$ cat src/rtl/afc_pkg.sv
// ============================================================================
// afc_pkg: shared types and constants for the AABB frustum cull block
// Field widths, plane table and configuration register codes.
// ============================================================================
package afc_pkg;

    // Plane and matrix geometry
    localparam int PLANE_COUNT = 6;
    localparam int ROW_COUNT   = 4;
    localparam int ENTRY_W     = 16;   // signed Q4.12
    localparam int ROW_W       = ROW_COUNT * ENTRY_W;
    localparam int COMP_W      = ENTRY_W + 1;        // signed Q5.12
    localparam int COORD_W     = 24;   // signed Q16.8
    localparam int PROD_W      = COMP_W + COORD_W;   // signed Q21.20
    localparam int ACC_W       = PROD_W + 3;
    localparam int TERM_SHIFT  = 8;    // align the Q.12 constant term to Q.20
    localparam int CFG_ADDR_W  = 3;

    typedef logic signed [ENTRY_W-1:0] entry_t;
    typedef logic signed [COMP_W-1:0]  comp_t;
    typedef logic signed [COORD_W-1:0] coord_t;
    typedef logic signed [PROD_W-1:0]  prod_t;
    typedef logic signed [ACC_W-1:0]   acc_t;
    typedef logic [ROW_W-1:0]          row_t;
    typedef logic [CFG_ADDR_W-1:0]     cfg_addr_t;

    // Configuration register codes
    typedef enum logic [CFG_ADDR_W-1:0] {
        REG_ROW_ZERO  = 3'd0,
        REG_ROW_ONE   = 3'd1,
        REG_ROW_TWO   = 3'd2,
        REG_ROW_THREE = 3'd3
    } cfg_reg_t;

    // One plane: normal components x, y, z and constant term w
    typedef struct packed {
        comp_t w;
        comp_t z;
        comp_t y;
        comp_t x;
    } plane_t;

    // One box as carried down the pipeline
    typedef struct packed {
        coord_t min_x;
        coord_t min_y;
        coord_t min_z;
        coord_t max_x;
        coord_t max_y;
        coord_t max_z;
    } box_t;

    // Per-stage load enables handed to each plane lane
    typedef struct packed {
        logic sel;
        logic mul;
        logic sum;
    } stage_en_t;

    // Plane order: left, right, top, bottom, near, far
    localparam logic [1:0] PLANE_ROW [PLANE_COUNT] = '{2'd0, 2'd0, 2'd1, 2'd1, 2'd2, 2'd2};
    localparam logic       PLANE_SUB [PLANE_COUNT] = '{1'b0, 1'b1, 1'b1, 1'b0, 1'b0, 1'b1};

    // Signed entry c of a matrix row
    function automatic entry_t row_entry(input row_t row, input int unsigned c);
        return entry_t'(row[ENTRY_W*c +: ENTRY_W]);
    endfunction

endpackage

$ cat src/rtl/afc_plane_lane.sv
// ============================================================================
// afc_plane_lane: positive-vertex test against one plane
// Three stages: corner select, multiply, sum and sign. Flags a box that
// lies wholly on the outer side of the plane.
// ============================================================================
module afc_plane_lane (
    input  logic               clk,
    input  afc_pkg::stage_en_t en,
    input  afc_pkg::plane_t    plane,
    input  afc_pkg::box_t      box,
    output logic               outside
);
    import afc_pkg::*;

    coord_t sel_x_reg, sel_y_reg, sel_z_reg;
    prod_t  prod_x_reg, prod_y_reg, prod_z_reg;
    logic   outside_reg;
    acc_t   acc_next;

    // Pick the corner farthest along the normal: max where the component is positive
    always_ff @(posedge clk)
    begin
        if (en.sel)
        begin
            sel_x_reg <= (plane.x > comp_t'(0)) ? box.max_x : box.min_x;
            sel_y_reg <= (plane.y > comp_t'(0)) ? box.max_y : box.min_y;
            sel_z_reg <= (plane.z > comp_t'(0)) ? box.max_z : box.min_z;
        end
    end

    // Multiply each component by its chosen coordinate
    always_ff @(posedge clk)
    begin
        if (en.mul)
        begin
            prod_x_reg <= prod_t'(plane.x) * prod_t'(sel_x_reg);
            prod_y_reg <= prod_t'(plane.y) * prod_t'(sel_y_reg);
            prod_z_reg <= prod_t'(plane.z) * prod_t'(sel_z_reg);
        end
    end

    // Add the scaled constant term and keep the sign
    assign acc_next = acc_t'(prod_x_reg) + acc_t'(prod_y_reg) + acc_t'(prod_z_reg)
                    + (acc_t'(plane.w) <<< TERM_SHIFT);

    always_ff @(posedge clk)
    begin
        if (en.sum)
        begin
            outside_reg <= acc_next[ACC_W-1];
        end
    end

    assign outside = outside_reg;

endmodule

$ cat config.mk
export PLATFORM = sky130hd
export DESIGN_NAME = afc_plane_lane
export DESIGN_NICKNAME = d
export VERILOG_FILES = /design/src/rtl/afc_pkg.sv /design/src/rtl/afc_plane_lane.sv
export SDC_FILE = /design/constraint.sdc
export NUM_CORES = 2
export LEC_CHECK = 0
export ABC_AREA = 1
export BUFFER_PORTS_ARGS = -buffer_cell sky130_fd_sc_hd__buf_2
export CAP_MARGIN = 25
export CORE_ASPECT_RATIO = 0.75
export CORE_MARGIN = 2
export CORE_UTILIZATION = 60
export DETAILED_ROUTE_END_ITERATION = 7
export PLACE_DENSITY = 0.81
export SLEW_MARGIN = 20
export SYNTH_ARGS = -nofsm -noshare
export SYNTH_HDL_FRONTEND = slang
export SYNTH_SLANG_ARGS = --single-unit
$ cat constraint.sdc
create_clock -name clk -period 6.2 [get_ports clk]
set_input_delay 0.93 -clock clk [delete_from_list [all_inputs] [get_ports clk]]
set_output_delay 0.93 -clock clk [all_outputs]
set_load 0.1 [all_outputs]
Word level (Yosys, flattened, before mapping). Cells that the tools add are included.

Bits in registers: 196. Output and inout port bits: 1.

Multiplexer cells: 3. Order comparisons: 3. Multiply operators: 3. Add/sub/neg operators: 3.

Operators with widths (number): multiplier 17 x 24 -> 41 bit (3); two-way mux 24 bit (3); greater-than comparator 17 x 1 -> 1 bit, second input constant (3); adder 43 x 25 -> 44 bit (1); adder 42 x 41 -> 43 bit (1); adder 41 x 41 -> 42 bit (1).

Depth between registers and ports, before layout.
Depth in word-level cells: 3. Mapped depth: 29. Mapped depth without buffers: 27.

Worst setup path before layout. Ideal clock, no wire load.

Path kind: in2reg. Start: in plane[4] (netlist bit). End: reg prod_x_reg[36], data pin. Data arrival time: 6.184 ns. Slack: -0.236 ns. Cell stages on the path: 22. Path buffers: 2. Cells stage by stage: clkbuf_1 -> buf_1 -> nand2_1 -> fa_1 -> inv_1 -> fa_1 -> inv_1 -> fa_1 -> fa_1 -> fa_1 -> fa_1 -> inv_1 -> ha_1 -> nand2_1 -> inv_1 -> nand2_1 -> nor3_1 -> inv_1 -> nor3_1 -> nand2_1 -> nand3_1 -> nand2_1.

Longest elaborated chain between the ends: 1.

Ends and longest elaborated chain: from (decl) (line afc_plane_lane.sv:9) `input afc_pkg::plane_t plane,`; multiplier 17 x 24 -> 41 bit (line afc_plane_lane.sv:36) `prod_x_reg <= prod_t'(plane.x) * prod_t'(sel_x_reg);`; to (signal assigned) (line afc_plane_lane.sv:36); to (decl) (line afc_plane_lane.sv:16) `prod_t prod_x_reg, prod_y_reg, prod_z_reg;`.

Every way passes these cells. A chain may end at the register's enable or synchronous reset.

Final worst setup path.
Start: in plane[19] (netlist bit). End: reg prod_y_reg[39], data pin.

Longest elaborated chain between the ends: 1.

Ends and longest elaborated chain: multiplier 17 x 24 -> 41 bit (line afc_plane_lane.sv:37) `prod_y_reg <= prod_t'(plane.y) * prod_t'(sel_y_reg);`; to (signal assigned) (line afc_plane_lane.sv:37); to (decl) (line afc_plane_lane.sv:16).

Every way passes these cells.

==> impl_metrics.env <==
export IMPL_placed_cell_area_um2=63000
export IMPL_nets=9483
export IMPL_critPathKind="primary input to flop"
export IMPL_reg2reg_from="sel_y_reg[23]"
export IMPL_fin_crit_ns=6.028
export IMPL_clk_transition_reported_paths_ns=0.10
export IMPL_drtIter0Drc=4383
export IMPL_min_from="en[0]"
export IMPL_synth_edf_count=196
export IMPL_die_area_um2=98090
export IMPL_final_util_pct=67.58
export IMPL_synth_cells=7141
export IMPL_cpPeakStageDelay_ns=0.67
export IMPL_rows=98
export IMPL_via_count=46385
export IMPL_startpoint_type="primary input"
export IMPL_synth_common_cells="nand2_1, inv_1, fa_1"
export IMPL_finalSetupViolations=0
export IMPL_whs_endpoint="outside"
export IMPL_crit_buf_inv=6
export IMPL_ant_nets=0
export IMPL_endpoint_kind="flop"
export IMPL_die_h_um=271.7
export IMPL_coreArea_um2=95030
export IMPL_io_buffer_count=216
export IMPL_fin_skew_ns=0.02314
export IMPL_worstPathRequired_ns=6.48
export IMPL_totalWireLength_um=151500
export IMPL_final_layout_size_suffix_gt1_share_pct=11.86
export IMPL_synth_seq_area_share_pct=10.26
export IMPL_drc_errors=0
export IMPL_hold_path_class="primary input to flop"
export IMPL_design_area_um2=64220
export IMPL_yosys_most_used_dff="edfxtp_1"
export IMPL_track_usage_pct=32.29
export IMPL_grt_pass1_wl_um=249700
export IMPL_via_per_inst=5.205
export IMPL_syn_avg_cell_area_um2=8.030
export IMPL_holdPathStages=1
export IMPL_die_x_um=361.0
export IMPL_wl_per_cell_um=17.00
export IMPL_grt_start_max_net_pins=72
export IMPL_start_util_pct=60.34
export IMPL_synth_cell_types=40
export IMPL_timing_rr_end="prod_y_reg[39]"
export IMPL_synth_top_area_cell="fa_1"
export IMPL_cts_tree="yes"
export IMPL_status="finished, final reports clean"
export IMPL_cp_top_family="adder cells"
export IMPL_ys_top_cells_by_area="fa_1, nand2_1, inv_1, edfxtp_1, ha_1"
export IMPL_ys_warn_count=0
export IMPL_dp_slack_ns=-0.3341
export IMPL_overflow=0
export IMPL_cts_sinks=196
export IMPL_gp_congestion=0.9810
export IMPL_crit_arrival_ns=6.31
export IMPL_hold_viol=0
export IMPL_grt_antenna_before_repair=5
export IMPL_min_period_over_period_pct=97.22
export IMPL_syn_to_final_growth_pct=12.00
export IMPL_fmax_ghz=0.1659
export IMPL_yosys_register_bits=196
export IMPL_numCtsBuffers=17
export IMPL_clock_latency_ns=0.53
export IMPL_critPathMaxFanout=13
export IMPL_clk_path_buf_depth=2
export IMPL_rr_worst_depth=20
export IMPL_grt_pass1_vias=48873
export IMPL_yosysMostFrequentCell="nand2_1"
export IMPL_slew_headroom_pct=31.97
export IMPL_rsz0062_at_grt="no"
export IMPL_worstPathCellList="clkbuf_4 -> nand2_1 -> inv_1 -> fa_2 -> fa_2 -> buf_4 -> fa_1 -> fa_1 -> inv_1 -> fa_1 -> inv_1 -> fa_1 -> ha_1 -> nand2_1 -> buf_4 -> nor2_1 -> nand2_1 -> nor2_1 -> nand3_1 -> nand4_1 -> nand2_1"
export IMPL_setup_ws_ns=0.1725
export IMPL_ctsHoldBuffers=0
export IMPL_slew_viol_final=0
export IMPL_syn_num_nets=8978
export IMPL_synth_top_area_share_pct=44.58
export IMPL_cp_slowest_cell="fa_2"
export IMPL_max_slew_worst_pin_slew_ns=1.020
export IMPL_fin_tns_setup_ns=0
export IMPL_clockRootBuffer="clkbuf_16"
export IMPL_cap_violations=0
export IMPL_netlist_area_um2=57340
export IMPL_cts_max_level=4
export IMPL_drt_first_pass_iters=6
export IMPL_regToRegSetupSlack_ns=0.19
export IMPL_io_pins=217
export IMPL_dpl_hpwl_um=131100
export IMPL_synthArstFlopShare_pct=0
==> kinds of logic after synthesis <==
group                    Yosys count  share of synthesized area, %
AND/OR/NAND/NOR                 2680                         19.00
buffers and inverters           2400                         15.85
adder cells (fa/ha/maj)         1621                         52.09
flip-flops                       196                         10.26
AO/OA/AOI/OAI                    174                         1.733
XOR/XNOR                          70                         1.069
==> cell type report <==
type	count	area, µm²
diodes	3	7.507
well taps	1250	1564
clock inverters	15	192.7
clock buffers	17	425.4
repair buffers	801	5921
fillers	7358	30800
multi-input cells	4545	42400
flip-flops and latches	196	5886
inverters	2085	7826
==> cell usage in the layout, fill, tap and decap left out, drive strengths merged, types with 12 or more instances in the layout <==
cell type	count
a21oi	108
nand3	209
xor2	61
nand2	2092
o21ai	26
edfxtp	196
nand4	27
or2	18
inv	2095
clkbuf	29
o21bai	26
nor4	13
nand3b	12
buf	789
nor3	20
nor2	282
fa	1277
ha	344
==> per-stage QoR <==
stage / std cells / hold WS [ns]
floorplan: 7141 / 0.7196
global placement: 8825 / 0.7801
detailed placement: 8825 / 0.7942
CTS: 8859 / 0.5837
global route: 8911 / 0.6024
finish: 8912 / 0.6111
==> worst reg2reg max path, stage by stage, from the launching register on <==
cell      delay [ns]
edfxtp_1        0.56
nand2_1         0.18
inv_1           0.11
fa_2            0.67
fa_2            0.58
buf_4           0.19
fa_1            0.38
fa_1            0.54
inv_1           0.06
fa_1            0.55
inv_1           0.06
fa_1            0.43
ha_1            0.31
nand2_1         0.09
buf_4           0.14
nor2_1          0.16
nand2_1         0.15
nor2_1          0.19
nand3_1         0.21
nand4_1         0.15
nand2_1         0.05
==> metal layers <==
metal  up-vias  track usage, %  wire length, µm
met3       264           9.092            18340
met2      2431           49.67            67960
met4         0           7.047             2845
met5         -               0                0
li1      21157               -                -
met1     22533           45.97            62390
==> worst max path at each step <==
| stage | cells past startpoint | start | endpoint |
|---|---|---|---|
| global placement | 22 | plane[36] | prod_z_reg[33] |
| detailed placement | 18 | plane[19] | prod_y_reg[38] |
| finish | 21 | plane[19] | prod_y_reg[39] |
| floorplan | 22 | plane[3] | prod_x_reg[36] |
| CTS | 19 | sel_y_reg[23] | prod_y_reg[38] |
| global route | 20 | sel_y_reg[23] | prod_y_reg[39] |
==> timing repair <==
action,CTS,global route
pin swaps,0,2
gates resized for setup,0,22
endpoints found under the setup margin,3,44
buffers inserted,2,50
Power is left out: the tool's default activity adds up to more than one toggle a clock period on the data nets, which glitch-free logic cannot reach.
