$ cat config.mk
export PLATFORM = sky130hd
export DESIGN_NAME = afc_plane_gen_flat
export DESIGN_NICKNAME = d
export VERILOG_FILES = /design/src/rtl/afc_pkg.sv /design/src/rtl/afc_cfg_if.sv /design/src/rtl/afc_plane_gen.sv /design/src/flat_wrapper.sv
export SDC_FILE = /design/constraint.sdc
export NUM_CORES = 1
export LEC_CHECK = 0
export ABC_AREA = 1
export BUFFER_PORTS_ARGS = -buffer_cell sky130_fd_sc_hd__buf_4
export CAP_MARGIN = 20
export CORE_MARGIN = 1
export CORE_UTILIZATION = 30
export DETAILED_ROUTE_END_ITERATION = 8
export PLACE_DENSITY = 0.53
export REMOVE_ABC_BUFFERS = 1
export SKIP_CTS_REPAIR_TIMING = 1
export SYNTH_ARGS = -nofsm -noshare
export SYNTH_HDL_FRONTEND = slang
export SYNTH_SLANG_ARGS = --single-unit
$ cat constraint.sdc
create_clock -name clk -period 5.65 [get_ports clk]
set_clock_uncertainty 0.2 [all_clocks]
set_input_delay 1.13 -clock clk [delete_from_list [all_inputs] [get_ports clk]]
set_output_delay 1.13 -clock clk [all_outputs]
set_load 0.01 [all_outputs]
$ cat src/rtl/afc_pkg.sv
// ============================================================================
// afc_pkg: shared types and constants for the AABB frustum cull block
// Field widths, plane table and configuration register codes.
// ============================================================================
package afc_pkg;

    // Plane and matrix geometry
    localparam int PLANE_COUNT = 6;
    localparam int ROW_COUNT   = 4;
    localparam int ENTRY_W     = 16;   // signed Q4.12
    localparam int ROW_W       = ROW_COUNT * ENTRY_W;
    localparam int COMP_W      = ENTRY_W + 1;        // signed Q5.12
    localparam int COORD_W     = 24;   // signed Q16.8
    localparam int PROD_W      = COMP_W + COORD_W;   // signed Q21.20
    localparam int ACC_W       = PROD_W + 3;
    localparam int TERM_SHIFT  = 8;    // align the Q.12 constant term to Q.20
    localparam int CFG_ADDR_W  = 3;

    typedef logic signed [ENTRY_W-1:0] entry_t;
    typedef logic signed [COMP_W-1:0]  comp_t;
    typedef logic signed [COORD_W-1:0] coord_t;
    typedef logic signed [PROD_W-1:0]  prod_t;
    typedef logic signed [ACC_W-1:0]   acc_t;
    typedef logic [ROW_W-1:0]          row_t;
    typedef logic [CFG_ADDR_W-1:0]     cfg_addr_t;

    // Configuration register codes
    typedef enum logic [CFG_ADDR_W-1:0] {
        REG_ROW_ZERO  = 3'd0,
        REG_ROW_ONE   = 3'd1,
        REG_ROW_TWO   = 3'd2,
        REG_ROW_THREE = 3'd3
    } cfg_reg_t;

    // One plane: normal components x, y, z and constant term w
    typedef struct packed {
        comp_t w;
        comp_t z;
        comp_t y;
        comp_t x;
    } plane_t;

    // One box as carried down the pipeline
    typedef struct packed {
        coord_t min_x;
        coord_t min_y;
        coord_t min_z;
        coord_t max_x;
        coord_t max_y;
        coord_t max_z;
    } box_t;

    // Per-stage load enables handed to each plane lane
    typedef struct packed {
        logic sel;
        logic mul;
        logic sum;
    } stage_en_t;

    // Plane order: left, right, top, bottom, near, far
    localparam logic [1:0] PLANE_ROW [PLANE_COUNT] = '{2'd0, 2'd0, 2'd1, 2'd1, 2'd2, 2'd2};
    localparam logic       PLANE_SUB [PLANE_COUNT] = '{1'b0, 1'b1, 1'b1, 1'b0, 1'b0, 1'b1};

    // Signed entry c of a matrix row
    function automatic entry_t row_entry(input row_t row, input int unsigned c);
        return entry_t'(row[ENTRY_W*c +: ENTRY_W]);
    endfunction

endpackage

$ cat src/rtl/afc_cfg_if.sv
// ============================================================================
// afc_cfg_if: configuration write channel
// Valid/ready handshake carrying a register index and 64-bit write data.
// ============================================================================
interface afc_cfg_if;
    import afc_pkg::*;

    logic      valid;
    logic      ready;
    cfg_addr_t addr;
    row_t      data;

    modport source (
        output valid, addr, data,
        input  ready
    );
    modport sink (
        input  valid, addr, data,
        output ready
    );
endinterface

$ cat src/rtl/afc_plane_gen.sv
// ============================================================================
// afc_plane_gen: matrix row registers and plane set-up
// Holds the four view-projection rows and registers the six planes formed
// from row 3 plus or minus rows 0, 1 and 2.
// ============================================================================
module afc_plane_gen (
    input  logic            clk,
    input  logic            rst_n,
    afc_cfg_if.sink         cfg,
    output afc_pkg::plane_t planes [afc_pkg::PLANE_COUNT]
);
    import afc_pkg::*;

    row_t   row_reg   [ROW_COUNT];
    plane_t plane_reg [PLANE_COUNT];
    plane_t plane_next [PLANE_COUNT];

    // Always take configuration transfers
    assign cfg.ready = 1'b1;

    // Write the addressed row; drop writes beyond the last row
    always_ff @(posedge clk or negedge rst_n)
    begin
        if (!rst_n)
        begin
            for (int r = 0; r < ROW_COUNT; r++)
            begin
                row_reg[r] <= '0;
            end
        end
        else if (cfg.valid)
        begin
            case (cfg.addr)
                REG_ROW_ZERO:  row_reg[0] <= cfg.data;
                REG_ROW_ONE:   row_reg[1] <= cfg.data;
                REG_ROW_TWO:   row_reg[2] <= cfg.data;
                REG_ROW_THREE: row_reg[3] <= cfg.data;
                default:       ;
            endcase
        end
    end

    // Form each plane as row 3 plus or minus its partner row
    always_comb
    begin
        comp_t comp [ROW_COUNT];
        for (int p = 0; p < PLANE_COUNT; p++)
        begin
            for (int c = 0; c < ROW_COUNT; c++)
            begin
                if (PLANE_SUB[p])
                begin
                    comp[c] = comp_t'(row_entry(row_reg[3], c))
                            - comp_t'(row_entry(row_reg[PLANE_ROW[p]], c));
                end
                else
                begin
                    comp[c] = comp_t'(row_entry(row_reg[3], c))
                            + comp_t'(row_entry(row_reg[PLANE_ROW[p]], c));
                end
            end
            plane_next[p].x = comp[0];
            plane_next[p].y = comp[1];
            plane_next[p].z = comp[2];
            plane_next[p].w = comp[3];
        end
    end

    // Hold the planes in registers
    always_ff @(posedge clk or negedge rst_n)
    begin
        if (!rst_n)
        begin
            for (int p = 0; p < PLANE_COUNT; p++)
            begin
                plane_reg[p] <= '0;
            end
        end
        else
        begin
            for (int p = 0; p < PLANE_COUNT; p++)
            begin
                plane_reg[p] <= plane_next[p];
            end
        end
    end

    assign planes = plane_reg;

endmodule

$ cat src/flat_wrapper.sv
// flat-port wrapper written by rule: the top's interface ports become plain ports
module afc_plane_gen_flat import afc_pkg::*;
  (clk, rst_n, planes, cfg_valid, cfg_addr, cfg_data, cfg_ready);
  afc_cfg_if cfg_i ();
  input  logic clk;
  input  logic rst_n;
  output afc_pkg::plane_t planes[afc_pkg::PLANE_COUNT];
  input wire logic [$bits(cfg_i.valid)-1:0] cfg_valid;
  input wire logic [$bits(cfg_i.addr)-1:0] cfg_addr;
  input wire logic [$bits(cfg_i.data)-1:0] cfg_data;
  output wire logic [$bits(cfg_i.ready)-1:0] cfg_ready;
  assign cfg_i.valid = cfg_valid;
  assign cfg_i.addr = cfg_addr;
  assign cfg_i.data = cfg_data;
  assign cfg_ready = cfg_i.ready;
  afc_plane_gen u_core (.clk(clk), .rst_n(rst_n), .cfg(cfg_i), .planes(planes));
endmodule
# Word-level counts from Yosys, hierarchy flattened
# Cells that the tools add are included.
# W data, S select, Z words.
# totals
register_bits	664
in_bits	70
output_inout_bits	409
word_cells	60
# op_classes
add_sub_neg	24
n_eq_ne	3
n_reduce_logical	5
# op_table
cell	n
$add A16 B16 Y17	12
$sub A16 B16 Y17	12
$reduce_and A2 Y1	4
$eq A3 B2 Y1 const B	2
$eq A3 B1 Y1 const B	1
$logic_not A3 Y1	1

# Depth between registers and ports, before layout
# Gate-level depths: netlist (run 1).
# depth
word_depth	2
mapped_depth	13
ltp_nobuf	12

# Worst setup path before layout (run 1)
# OpenSTA, ideal clock, no wires.
# synth_path
path_kind	input-to-reg
from	in cfg_valid
to	reg u_core.row_reg[49] in the netlist's numbering
arrival_ps	1811
slack_ps	3509
path_stages	7
cell_sequence	inv_1 > nor2_2 > nand3_1 > buf_2 > buf_2 > nand2_1 > o21ai_0
# synth_between
elab_chain_cells	1
# synth_lines
element	line	text
start, declared	flat_wrapper.sv:8	input wire logic [$bits(cfg_i.valid)-1:0] cfg_valid;
$reduce_and A2 Y1 (no source line)	n/a	
end, declared	afc_plane_gen.sv:14	row_t row_reg [ROW_COUNT];
# Every way passes these cells.
# A chain may end at the register's enable or synchronous reset.

# Worst setup path after layout (run 1)
# layout_path
from	in cfg_addr[2]
to	reg u_core.row_reg[168] in the netlist's numbering
# layout_between
elab_chain_cells	2
# layout_lines
element	line	text
start, declared	flat_wrapper.sv:9	input wire logic [$bits(cfg_i.addr)-1:0] cfg_addr;
$eq A3 B1 Y1	afc_plane_gen.sv:33	case (cfg.addr)
$reduce_and A2 Y1 (no source line)	n/a	
# Every way passes these cells.

==> key figures, run 1 <==
Final layout
  • Share of cells above drive strength 1: 11.8%
  • Synthesis-to-layout area growth: 17.8%
  • Most common library cell in the layout ignoring fill and taps: nand2_1
  • Final core occ: 35.6%
  • Fill count: 15344
  • Non-Filler Instances: 8505
  • Nets@finish: 7018
  • Largest register FFs: 396
  • Area of the multi-input gates: 21400 µm²
  • Most frequent cells in the layout: nand2_1 (2280), inv_1 (1099), dfrtp_1 (652)
  • Storage element area: 16300 µm²

Drt
  • DRT Pass-1 Iters: 6
  • DRT iter0 DRCs: 2469
  • Residual DRC: 0
  • Routed wire length per instance: 16.6 µm
  • DRT Wirelength: 141000 µm
  • DR vias/cell: 4.44
  • Routed Antenna Nets: 0
  • Vias: 37755

Logic synthesis
  • Ys flop type: dfrtp_1
  • Ys Warns: 0
  • Post-synthesis sequential area ratio: 37.7%
  • Yosys reg bits: 652
  • Post-synth top area share: 37.7%
  • Syn_area_per_cell: 7.03 µm²
  • Area of the mapped netlist: 43300 µm²
  • Cell count after synthesis: 6159
  • Distinct cells, synth: 26
  • Top cells by area, synth: dfrtp_1 (38%), nand2_1 (20%), ha_1 (11%)
  • Post-synth EDFFs: 0
  • FFs w/ async S/R, synth: 100%
  • Area leader, netlist: dfrtp_1

Worst setup path
  • Most frequent cell on the critical path: buf_4
  • Crit-path cells: buf_4, nor2_2, nand3_4, buf_4, nand2_1, o21ai_0
  • CP peak stage delay: 670 ps
  • CP max FO: 65
  • Reg2Reg Setup Slack: 2880 ps
  • Arrival @ worst endpoint: 3180 ps
  • WP data required: 5980 ps
  • CP max stage cell: nand3_4
  • Crit path launch type: input pin
  • Worst Path Buf+Inv: 2
  • Crit Path Class: in -> reg
  • Crit path max-delay family: simple AND/OR/NAND/NOR gates
  • Critical Path End Type: flip-flop

Clock tree
  • Num CTS Buffers: 79
  • Clock transition at the registers of the reported paths: 70 ps
  • CTS tree: yes
  • Clock Tree Root: clkbuf_16
  • Worst skew pair latency: 680 ps
  • CTS Buffer Depth: 3
  • # H-tree levels: 3
  • CTS Sinks: 652

STA
  • Fmax: 351 MHz
  • Slew @ Worst Pin: 755 ps
  • Tcrit/Tclk final: 50.5%
  • Worst Setup Slack, final: 2800 ps
  • Final min period: 2850 ps
  • Fin Setup TNS: 0 ps
  • Unrepaired setup endpoints after global routing: false
  • Worst slew margin: 49.6%
  • # setup viols final: 0
  • Slew Limit Fails: 0
  • Final Hold Vio Count: 0

Job
  • Max-cap violation count: 0

Place
  • Post-placement cell count: 8361
  • DP HPWL: 113000 µm
  • Pre-CTS WS: 2080 ps
  • GP Congestion: 0.915
  • I/O Buffers: 477

Floorplanning
  • Chip Width: 382 µm
  • Starting density of the core: 30.2%
  • Row count: 139
  • Die Y: 382 µm
  • I/O pins: 479
  • Core area: 143000 µm²
  • Die ar.: 146000 µm²

Global route
  • Initial antenna violation count: 6
  • Tot GR Track Use: 19.2%
  • Vias in the first global route: 36906
  • Global-route wire length before repair: 217000 µm
  • GR Overflow Total: 0
  • Largest net degree at the start of global routing: 132

Outcome
  • Status: finished clean

Power
  • Seq pwr share: 30.6%
  • Clk network pwr share: 19.9%
  • Leakage: 30.0 nW
  • P per Cell Area: 496 nW/µm²
  • Net Sw Frac: 44.5%
  • VDD IR max: 0.000327 V
  • P_sw: 11.3 mW
  • Internal: 14.0 mW
  • Comb pwr share: 49.5%

Worst hold path
  • Hold Path Class: in -> async
## power groups by stage
stage               sequential [mW]  clock, mW  combinational [mW]
finish                         7.73       5.04                12.5
global placement               7.84          0                12.6
global route                   7.93       5.40                14.0
detailed placement             7.82          0                12.6
CTS                            7.78       5.25                12.7
floorplan                      8.05          0                6.55
## cells in the mapped netlist, types with 41 or more instances
cell type	n
a21oi_1	195
and2_1	41
buf_2	121
buf_4	45
dfrtp_1	652
ha_1	384
inv_1	1099
inv_2	130
nand2_1	2280
nand3_1	315
nand4_1	48
nor2_1	296
nor3_1	49
o21ai_0	256
xor2_1	139
## cells by family (layout without fill, tap and decap cells)
| family | after synthesis | in the layout | synth area share [%] |
|---|---|---|---|
| and+or+nand+nor | 3044 | 3044 | 28.1 |
| buffers and inverters | 1419 | 1861 | 13.0 |
| DFF | 652 | 652 | 37.7 |
| AOI/OAI and AO/OA | 467 | 467 | 5.58 |
| adders and majority gates | 408 | 408 | 12.2 |
| xor gates and xnor gates | 168 | 168 | 3.40 |
| other | 1 | 2 | 0.00866 |
## metrics by stage
step / cell area, µm² / total power, mW / hold slack, ps
4_1_cts: 51000 / 25.7 / 227
5_1_grt: 51000 / 27.4 / 293
3_5_place_dp: 48400 / 20.4 / 305
3_3_place_gp: 48400 / 20.4 / 293
6_report: 51000 / 25.3 / 249
2_1_floorplan: 42200 / 14.6 / 278
## metal layers
metal	part of all wire (%)	wire (µm)	track usage, %
met1	47	66000	26.2
met3	4.5	6380	2.64
met4	2.6	3640	5.73
met2	46	64900	31.5
met5	0	0	0
## path summary, 6_finish.rpt
path                                              endpoint                            start  depth (start not counted)
min                            u_core.planes[24]$_DFF_PN0_                            rst_n                          1
min in group clk           u_core.row_reg[228]$_DFFE_PN0P_  u_core.row_reg[228]$_DFFE_PN0P_                          2
max reg2reg                    u_core.planes[63]$_DFF_PN0_   u_core.row_reg[49]$_DFFE_PN0P_                         10
min reg2reg                u_core.row_reg[228]$_DFFE_PN0P_  u_core.row_reg[228]$_DFFE_PN0P_                          2
max                        u_core.row_reg[168]$_DFFE_PN0P_                      cfg_addr[2]                          6
max in group asynchronous     u_core.planes[152]$_DFF_PN0_                            rst_n                          2
## final cells by class
class	instances	area share, %
Clock inverter	40	0.778
Tap cell	1903	4.67
Antenna cell	1	0.00491
Sequential cell	652	32.0
Timing Repair Buffer	490	7.43
Inverter	1229	9.05
Multi-Input combinational cell	4088	41.9
Clock buffer	102	4.18
No activity file was read; power rests on OpenSTA's default activity.
==> inputs of run 2 (changes only) <==
--- a/config.mk
+++ b/config.mk
@@ -5,13 +5,13 @@
 export SDC_FILE = /design/constraint.sdc
 export NUM_CORES = 1
 export LEC_CHECK = 0
-export ABC_AREA = 1
+export ABC_AREA = 0
 export BUFFER_PORTS_ARGS = -buffer_cell sky130_fd_sc_hd__buf_4
 export CAP_MARGIN = 20
 export CORE_MARGIN = 1
 export CORE_UTILIZATION = 30
 export DETAILED_ROUTE_END_ITERATION = 8
-export PLACE_DENSITY = 0.53
+export PLACE_DENSITY = 0.54
 export REMOVE_ABC_BUFFERS = 1
 export SKIP_CTS_REPAIR_TIMING = 1
 export SYNTH_ARGS = -nofsm -noshare
==> constraint.sdc (replaced) <==
create_clock -name clk -period 2.8 [get_ports clk]
set_clock_uncertainty 0.2 [all_clocks]
set_input_delay 0.56 -clock clk [delete_from_list [all_inputs] [get_ports clk]]
set_output_delay 0.56 -clock clk [all_outputs]
set_load 0.01 [all_outputs]
==> run 2 against run 1 <==
  * Combinational power is 130% higher
  * Via count decreased by 17%
  * Synthesized area decreased by 11%
  * Critical path type is now reg -> reg
  * Core utilization increased by 3.1 points
  * Final area decreased by 3.2%
==> key figures, run 2 <==
Outcome
  • Status: finished clean

STA
  • Tcrit/Tclk final: 98.7%
  • Worst slew margin: 55.2%
  • Final min period: 2760 ps
  • Slew Limit Fails: 0
  • # setup viols final: 0
  • Fmax: 362 MHz
  • Hold_ws: 212 ps
  • Final Hold Vio Count: 0
  • Slew @ Worst Pin: 663 ps
  • Worst Setup Slack, final: 37.7 ps
  • Unrepaired setup endpoints after global routing: true

Place
  • Pre-CTS WS: -179 ps
  • I/O Buffers: 477
  • GP Congestion: 0.928
  • DP HPWL: 98100 µm

Worst setup path
  • Worst reg-to-reg path cell count: 8
  • WP data required: 3180 ps
  • Arrival @ worst endpoint: 3140 ps
  • CP peak stage delay: 530 ps
  • Critical Path End Type: flip-flop
  • Crit Path Class: reg -> reg
  • CP max FO: 7
  • Crit path launch type: flip-flop
  • Crit-path cells: buf_4, ha_2, nor2b_1, o31a_1, o311ai_1, o21ai_0, a21oi_1, xnor2_1
  • CP max stage cell: o311ai_1

Final layout
  • Most frequent cells in the layout: buf_4 (719), dfrtp_1 (649), ha_1 (374)
  • Area of the multi-input gates: 20500 µm²
  • Fill count: 12753
  • Storage element area: 16300 µm²
  • Most common library cell in the layout ignoring fill and taps: buf_4
  • Share of cells above drive strength 1: 22.4%
  • Nets@finish: 5175
  • Largest register FFs: 396
  • Synthesis-to-layout area growth: 27.7%

Drt
  • Vias: 31414
  • Residual DRC: 0
  • DRT Pass-1 Iters: 6
  • DRT Wirelength: 125000 µm
  • Routed Antenna Nets: 0
  • Routed wire length per instance: 19.5 µm
  • DR vias/cell: 4.89
  • DRT iter0 DRCs: 2030

Logic synthesis
  • Post-synth EDFFs: 0
  • Distinct cells, synth: 99
  • Synth Area in Compound Gates: 17.2%
  • Synth cell count leaders: dfrtp_1 (652), ha_1 (384), inv_1 (348), o21ai_0 (301), nand2_1 (296)
  • Main combinational cell family by area after synthesis: compound AO/OA/AOI/OAI gates
  • Cell count after synthesis: 4009
  • Ys flop type: dfrtp_1
  • Post-synth top area share: 42.2%
  • Simple-gate area share of the yosys netlist: 12.2%
  • Post-synthesis adder-cell area fraction: 13.7%
  • Syn_area_per_cell: 9.64 µm²
  • Post-Synth XOR/XNOR Area: 6.37%
  • Most frequent cell after synthesis: dfrtp_1
  • Ys Warns: 0
  • FFs w/ async S/R, synth: 100%
  • Mux cell area share after synthesis: 2.51%
  • Area leader, netlist: dfrtp_1
  • Area of the mapped netlist: 38600 µm²
  • Post-synthesis sequential area ratio: 42.2%
  • Top cells by area, synth: dfrtp_1 (42%), ha_1 (12%), xnor2_1 (5.5%)
  • Yosys reg bits: 652

Global route
  • Largest net degree at the start of global routing: 105
  • GR Overflow Total: 0
  • Global-route wire length before repair: 189000 µm
  • Vias in the first global route: 31358
  • Tot GR Track Use: 18.8%
  • Initial antenna violation count: 2

Floorplanning
  • Die Y: 361 µm
  • Core area: 128000 µm²
  • Starting density of the core: 30.3%
  • Die ar.: 130000 µm²
  • I/O pins: 479
  • Chip Width: 361 µm
  • Row count: 131

Clock tree
  • Clock transition at the registers of the reported paths: 60 ps
  • # H-tree levels: 3
  • Num CTS Buffers: 80
  • CTS Buffer Depth: 3
  • CTS tree: yes
  • CTS Sinks: 652
  • Clock Tree Root: clkbuf_16
  • Worst skew pair latency: 670 ps

Power
  • VDD IR max: 0.000549 V
  • P per Cell Area: 1120 nW/µm²
  • Leakage: 22.6 nW

Worst hold path
  • Hold Path Class: in -> async

Job
  • Max-cap violation count: 0
[run 2: through the flow]
| stage | power [mW] | instances | area, µm² | TNS (ps) | utilization (%) |
|---|---|---|---|---|---|
| global placement | 44.4 | 6211 | 45700 | -223 | 35.8 |
| global route | 59.2 | 6421 | 49300 | -22.3 | 38.6 |
| floorplan | 31.0 | 3811 | 37800 | -589660 | - |
| finish | 55.5 | 6422 | 49400 | 0 | 38.7 |
| detailed placement | 44.4 | 6211 | 45700 | -287 | 35.8 |
| CTS | 55.6 | 6355 | 48400 | -295 | 37.9 |
[run 2: final cells by class]
class                           count  area share [%]
Antenna cell                        1         0.00507
Multi-Input combinational cell   2804            41.5
Sequential cell                   652            33.1
Tap cell                         1662            4.21
Inverter                          355            2.70
Clock inverter                     30           0.621
Clock buffer                      114            4.85
Timing Repair Buffer              804            13.1
[run 2: worst paths after layout]
kind                                                       from                               to  slack, ps
worst max register to register   u_core.row_reg[18]$_DFFE_PN0P_     u_core.planes[301]$_DFF_PN0_         40
worst max-delay path             u_core.row_reg[18]$_DFFE_PN0P_     u_core.planes[301]$_DFF_PN0_         40
worst min register to register  u_core.row_reg[176]$_DFFE_PN0P_  u_core.row_reg[176]$_DFFE_PN0P_        340
min in group clk                                    cfg_addr[1]  u_core.row_reg[179]$_DFFE_PN0P_        230
max in group asynchronous                                 rst_n     u_core.planes[324]$_DFF_PN0_       1300
worst min-delay path                                      rst_n     u_core.planes[214]$_DFF_PN0_        210
[run 2: kinds of logic after synthesis]
| family | Yosys count |
|---|---|
| xor gates and xnor gates | 281 |
| muxes | 87 |
| buffers and inverters | 553 |
| AOI/OAI and AO/OA | 1039 |
| and+or+nand+nor | 988 |
| other | 1 |
| adders and majority gates | 408 |
| DFF | 652 |
[run 2: power breakdown]
group	internal (mW)	total, mW	switching (mW)
registers	13.3	15.8	2.53
logic	12.9	29.0	16.1
clock network	6.40	10.7	4.29
[run 2: per-layer routing]
| layer | GRT usage, % | wire length, µm | share of wire (%) | vias to the layer above |
|---|---|---|---|---|
| li1 | - | - | - | 15175 |
| met1 | 25.3 | 56900 | 45 | 15285 |
| met3 | 2.86 | 6100 | 4.9 | 146 |
| met5 | 0 | 0 | 0 | - |
| met2 | 31.2 | 59400 | 47 | 808 |
| met4 | 5.12 | 2810 | 2.2 | 0 |
[run 2: critical path, delay by kind of cell (launching register included)]
kind,cells,cell delay [ps]
compound gates,4,1220
flops,1,450
fa+ha+maj,1,330
buf+inv,1,180
simple gates,1,170
xor+xnor,1,130
